File: config.mk
export PLATFORM = sky130hd
export DESIGN_NAME = pfcb_modify
export DESIGN_NICKNAME = d
export VERILOG_FILES = /design/src/rtl/pfcb_pkg.sv /design/src/rtl/pfcb_modify.sv
export SDC_FILE = /design/constraint.sdc
export NUM_CORES = 1
export LEC_CHECK = 0
export BUFFER_PORTS_ARGS = -buffer_cell sky130_fd_sc_hd__clkbuf_2
export CAP_MARGIN = 30
export CORE_MARGIN = 2
export CORE_UTILIZATION = 55
export DETAILED_ROUTE_END_ITERATION = 7
export GPL_TIMING_DRIVEN = 0
export PLACE_DENSITY = 0.85
export SLEW_MARGIN = 25
export SYNTH_ARGS = -nofsm -noshare
export SYNTH_HDL_FRONTEND = slang
export SYNTH_SLANG_ARGS = --single-unit
File: constraint.sdc
create_clock -name vclk -period 4.4
set_input_delay 0.22 -clock vclk [all_inputs]
set_output_delay 0.22 -clock vclk [all_outputs]
set_load 0.05 [all_outputs]
File: src/rtl/pfcb_pkg.sv
// Shared types and constants for the page framebuffer column blit block.
package pfcb_pkg;

  localparam int unsigned COLUMNS_DEF = 128;
  localparam int unsigned PAGES_DEF   = 8;
  localparam int unsigned GLYPH_W     = 16;
  localparam int unsigned BYTE_W      = 8;

  typedef enum logic [1:0] {
    OP_BLIT   = 2'd0,
    OP_INVERT = 2'd1,
    OP_CLEAR  = 2'd2,
    OP_READ   = 2'd3
  } op_t;

  typedef struct packed {
    op_t                operation;
    logic [6:0]         column;
    logic signed [6:0]  row_offset;
    logic [GLYPH_W-1:0] column_bits;
    logic [6:0]         span_height;
    logic [2:0]         page_index;
  } item_t;

  typedef struct packed {
    logic rd_en;
    logic wr_en;
    logic clr;
  } mem_ctl_t;

endpackage

File: src/rtl/pfcb_modify.sv
// Modify logic: blit, span invert and page byte extraction on one column word.
module pfcb_modify #(
  parameter int unsigned COLUMNS = pfcb_pkg::COLUMNS_DEF,
  parameter int unsigned PAGES   = pfcb_pkg::PAGES_DEF
) (
  input  pfcb_pkg::item_t                item,
  input  logic [PAGES*8-1:0]             old_data,
  output logic                           wr_en,
  output logic [PAGES*8-1:0]             new_data,
  output logic [pfcb_pkg::BYTE_W-1:0]    read_byte
);

  localparam int unsigned W     = PAGES * 8;
  localparam int unsigned EXT_W = W + pfcb_pkg::GLYPH_W;
  localparam logic signed [7:0] LAST_ROW = 8'(W - 1);
  localparam logic signed [7:0] MIN_TOP  = -8'sd15;
  localparam logic [W-1:0]      ONES     = {W{1'b1}};

  logic              col_ok;
  logic              page_ok;
  logic signed [7:0] top8;
  logic [3:0]        neg_sh;
  logic [5:0]        pos_sh;
  logic [EXT_W-1:0]  glyph_ext;
  logic [EXT_W-1:0]  placed;
  logic [W-1:0]      inv_mask;
  logic [7:0]        span_end;
  logic              blit_ok;
  logic              inv_ok;
  logic [W-1:0]      page_shift;

  always_comb begin
    col_ok    = {2'b00, item.column} < 9'(COLUMNS);
    page_ok   = {1'b0, item.page_index} < 4'(PAGES);
    top8      = {item.row_offset[6], item.row_offset};
    neg_sh    = 4'(-top8);
    pos_sh    = top8[5:0];
    glyph_ext = {{W{1'b0}}, item.column_bits};
    // Glyph rows above the screen shift out at the bottom of the word.
    placed    = top8[7] ? (glyph_ext >> neg_sh) : (glyph_ext << pos_sh);
    blit_ok   = col_ok && !(top8 > LAST_ROW) && !(top8 < MIN_TOP);

    // Rows top..top+height-1, clipped at the last row by the shift itself.
    span_end  = {2'b00, top8[5:0]} + {1'b0, item.span_height};
    inv_mask  = ~(ONES << span_end) & (ONES << pos_sh);
    inv_ok    = col_ok && !top8[7] && !(top8 > LAST_ROW) && (item.span_height != 7'd0);

    unique case (item.operation)
      pfcb_pkg::OP_BLIT: begin
        wr_en    = blit_ok;
        new_data = old_data | placed[W-1:0];
      end
      pfcb_pkg::OP_INVERT: begin
        wr_en    = inv_ok;
        new_data = old_data ^ inv_mask;
      end
      pfcb_pkg::OP_CLEAR: begin
        wr_en    = 1'b0;
        new_data = old_data;
      end
      pfcb_pkg::OP_READ: begin
        wr_en    = 1'b0;
        new_data = old_data;
      end
      default: begin
        wr_en    = 1'b0;
        new_data = old_data;
      end
    endcase

    page_shift = old_data >> {item.page_index, 3'b000};
    read_byte  = (col_ok && page_ok) ? page_shift[7:0] : '0;
  end

endmodule

After elaboration in Yosys (flattened, before gate mapping)
Index checks and enable logic that the tools add are counted.

word-level totals
  output and inout bits = 73
  bits of input ports = 106
  bits in read-only memories = 0
  logic and storage cells = 28
  bits in latches = 0
  memories = 0
  flip-flop bits (word level) = 0
  bits in writable memories = 0

cells by class
  reductions and logical operators = 9
  equality and inequality tests = 3
  div/mod/pow operators = 0
  bitwise gates (word level) = 4
  multipliers = 0
  add/subtract/negate cells = 2
  shifts and indexed selects = 5
  $lt $le $gt $ge = 2
  mux-type cells = 3

operators by type and width
  kind                                                        count
  one-hot mux 64 bit (3 select lines)                         1
  AND 64 bit                                                  1
  2-to-1 mux 64 bit                                           1
  inverter 64 bit                                             1
  bitwise OR 64 bit                                           1
  left shift 16 x 6 -> 64 bit                                 1
  left shift 64 x 6 -> 64 bit, first input constant           1
  left shift 64 x 8 -> 64 bit, first input constant           1
  >> shifter 16 x 4 -> 64 bit                                 1
  >> shifter 64 x 6 -> 8 bit                                  1
  XOR 64 bit                                                  1
  adder 6 x 7 -> 8 bit                                        1
  > comparator 7 bit, second input constant                   1
  less-than comparator 7 x 5 -> 1 bit, second input constant  1
  nonzero test 7 bit                                          1
  == test 2 bit, second input constant                        2
  negation 4 bit                                              1
  logical AND 1 bit                                           3
  zero test 1 bit                                             3
  one-hot mux 1 bit (3 select lines)                          1
  == test 2 x 1 -> 1 bit, second input constant               1
  zero test 2 bit                                             1
  OR reduction 2 bit                                          1

Longest topological paths before layout
  word-level depth = 6
  gate-level depth with buffers = 14
  gate-level depth less buffers = 10

Least setup slack after synthesis
Ideal clock, no wire load.

  kind = in2out
  from = input item[27] (netlist name)
  to = output new_data[2]
  path slack = 0.324 ns
  arrival = 3.856 ns
  buffers on the path = 4
  stages = 13
  cell sequence = buf_4 buf_2 clkbuf_1 inv_1 fa_1 nand2b_1 a2111oi_0 a211o_1 buf_4 nor2_8 and2_4 a211oi_1 mux2i_1

between the ends
  word-level cells in the longest chain between the ends = 6
  elaborated cells on any way between the ends = 12
  those cells by class = add/sub (2); shift (4); mux (2); bitwise (4)

ends and longest elaborated chain
  what                                     line               RTL
  start, declared                          pfcb_modify.sv:6   input pfcb_pkg::item_t item,
  adder 6 x 7 -> 8 bit                     pfcb_modify.sv:44  span_end = {2'b00, top8[5:0]} + {1'b0, item.span_height};
  left shift 64 x 8 -> 64 bit              pfcb_modify.sv:45  inv_mask = ~(ONES << span_end) & (ONES << pos_sh);
  inverter 64 bit                          pfcb_modify.sv:45
  AND 64 bit                               pfcb_modify.sv:45
  XOR 64 bit                               pfcb_modify.sv:55  new_data = old_data ^ inv_mask;
  one-hot mux 64 bit (3 select lines) (*)  pfcb_modify.sv:48  unique case (item.operation)
  end, declared                            pfcb_modify.sv:9   output logic [PAGES*8-1:0] new_data,

Mark *: on every way between the ends. The rest lies on a longest branch, timed or not.

Worst setup path after layout
  from = input item[27] (netlist name)
  to = output new_data[34]

The elaborated chain is that of the path after synthesis.

==> results <==
- Counting instances, the worst hold path has a depth of 3.
- The number of global-route vias before repair is 7719.
- The synthesis-to-finish area growth is 17.89%.
- Of the available clock period, the critical path in the final layout requires 94.73%.
- The kind of critical path is in -> out.
- The count of pins over their slew limit is 0.
- The starting density of the core is 56.85%.
- The die covers 0.01151 mm².
- The total count of hold-check failures in the final report was 0.
- The overall track demand over capacity in global routing is 52.78%.
- The max capacitance violation total is 0.
- In this run the remaining antenna-violating nets after routing total 0.
- Of the post-synthesis cell area, the dominant cell type holds 15.01%.
- After detailed placement, the total cell area comes to 0.006890 mm².
- By area the synthesized netlist is led by mux2i_1 15%, mux4_2 12%, nor2_1 6.9%, a21oi_1 6.2%, mux2_2 5.0%.
- The minimum clock period is 4.168 ns.
- The total core area is 0.01032 mm².
- The worst-case headroom to the max-slew limit is 30.53%.
- The final setup TNS is 0 ns.
- Hold is met by 0.8314 ns.
- The kind of start point of the critical path is an input pin.
- The number of diodes is 0.
- The number of clock buffers in the layout is 0.
- The placement row count is 37.
- The run finished, with violations left.
- The final number of setup-violating endpoints is 0.
- The slew of the pin with the lowest slew margin is 1.029 ns.
- IR analysis of the VDD net gives a maximum drop of 0.0001349 V.
- The most numerous cell in the Yosys netlist is nor2_1.
- The register area share after synthesis is 0%.
- The cell type with the largest total area after synthesis is mux2i_1.
- At the end of the flow, the number of nets in the layout was 1109.
- STA puts the critical path data arrival time at 3.95 ns.
- Derived from the worst setup path, the maximum achievable clock frequency is 239.9 MHz.
- The count of warnings emitted by yosys is 0.
- The synthesized cell area is 0.005869 mm².
- The die span in y is 107.3 µm.
- The area taken by flip-flops and latches is 0 µm².
- The maximum number of pins on one net before global-route repair is 20.
- During I/O placement, the number of pins put on the boundary was 179.
- The residual overflow from global routing is 0.
- After layout, the worst setup slack is 0.2317 ns.
- Synthesis handed over a netlist of 823 instances.
- Of the cells placed in the final design, the portion with a size suffix greater than 1 is 29.09%.
- The finished cells cover 0.006919 mm².
- The number of vias in the routed layout is 8530.
- Power spread over the standard cell area amounts to 198.4 mW/mm².
- The mean instance size in the synthesized netlist is 7.132 µm².
- The static power due to leakage is 2.919 nW.
- Setup repair after global routing left no endpoint under its margin.
- The violation count after the first detailed-route iteration is 1666.
- The non-filler instance count after layout is 1126.
- After clock tree synthesis, the setup repair step added 0 buffers.
- After filler insertion, the fill cell instance count of the layout stands at 917.
- STA puts the critical path data required time at 4.18 ns.
- The final weighted congestion in routability-driven placement is 1.129.
- The via count normalized by instance count is 7.575.
- Cells fill 67.02% of the core in the end.
- After detailed placement, the design holds a cell count of 1127.
- In this run the worst hold path is classified as in -> out.
- The number of sequential cells is 0.
- The initial antenna violation count came to 0.
- The pre-CTS setup slack is -0.4257 ns.
- The final reports fail on design-rule violations.
- The total DRC errors in the routed layout is 3.
- The critical path capture point type is an output pin.
- The critical-path maximum fanout is 28.
- The overall power is 1.372 mW.
- The count of hold-fix buffers inserted at cts is 0.
- The number of distinct standard cells referenced by the synthesized netlist is 78.
- During placement, the flow inserted port buffers numbering 168.
- The post-synthesis net count is 940.
- The estimated wirelength of the detail-placed design is 25.00 mm.
- By count the netlist is led by 108 x nor2_1, 88 x mux2i_1, 73 x a21oi_1.
- Following the worst setup path forward leads to its endpoint at new_data[34].
- The most critical setup path has its startpoint at item[27].
- The average wire per cell in the routed design is 27.81 µm.
- The overall routed net length is 31.31 mm.
- The detailed-routing iteration count for the pre-antenna-repair pass is 8.
- The first global-routing pass estimated 46.23 mm of wire.
- Measured along the x axis, the die boundary spans 107.3 µm.
[metal layers]
layer,global-route usage (%),up-vias,share of wire [%]
met5,0,-,0
li1,-,3550,-
met2,80.97,860,42
met3,17.07,257,16
met1,65.10,3863,34
met4,29.22,0,8.6
[cells in the final DEF, fill, tap and decap left out, types with 7 or more instances in the layout]
cell	instances
buf_1	7
o211ai_1	9
nand3_1	19
nor3_1	27
nor2_1	108
nand2_1	70
o21ai_0	52
mux4_2	32
nand2b_1	12
nor2b_1	7
a221oi_1	9
ha_1	10
buf_6	7
clkbuf_2	168
a31oi_1	20
a21oi_1	73
a211oi_1	22
a21o_1	7
o221ai_1	8
or3_1	7
mux2i_1	88
buf_4	8
mux2_2	26
inv_1	16
clkbuf_1	38
[cell type report]
cell class,count,area [µm²],area share [%]
Buffer,65,326.6,4.720
Inverter,18,67.56,0.9765
Tap cell,136,170.2,2.459
Timing Repair Buffer,169,852.1,12.31
Multi-Input combinational cell,738,5503,79.53
[cell families after synthesis]
family                     share of synthesized area [%]
and+or+nand+nor                                    23.75
AOI/OAI and AO/OA                                  33.68
muxes                                              32.27
buffers and inverters                              6.800
adders and majority gates                          2.473
xor gates and xnor gates                           1.023
[timing repair]
action	CTS	global route
pin swaps	0	1
setup endpoints to repair	53	35
gates resized for setup	6	1
endpoints found under the hold margin	0	0
[worst min-delay path by stage]
stage | start | to | slack (ns)
4_1_cts | old_data[25] | new_data[25] | 0.83
3_5_place_dp | old_data[25] | new_data[25] | 0.83
6_report | old_data[25] | new_data[25] | 0.83
5_1_grt | old_data[25] | new_data[25] | 0.84
3_3_place_gp | old_data[25] | new_data[25] | 0.82
2_1_floorplan | old_data[11] | new_data[11] | 0.72
[critical path, cell delays in order]
cell and delay, ns:
clkbuf_2 0.12, buf_6 0.25, inv_1 0.20, fa_1 0.50, nand2b_1 0.24, a21oi_1 0.25, xor2_1 0.18, buf_4 0.21
nor3_1 0.28, buf_2 0.31, nand2_1 0.15, o211ai_1 0.45, mux2i_1 0.28, clkbuf_2 0.31
[where the power goes]
part | total (mW) | internal (mW) | switching [mW] | leakage [nW]
combinational | 1.37 | 0.411 | 0.962 | 2.92
clock | 0 | 0 | 0 | 0
sequential | 0 | 0 | 0 | 0
Note: power is estimated with default switching activity, not from simulation.
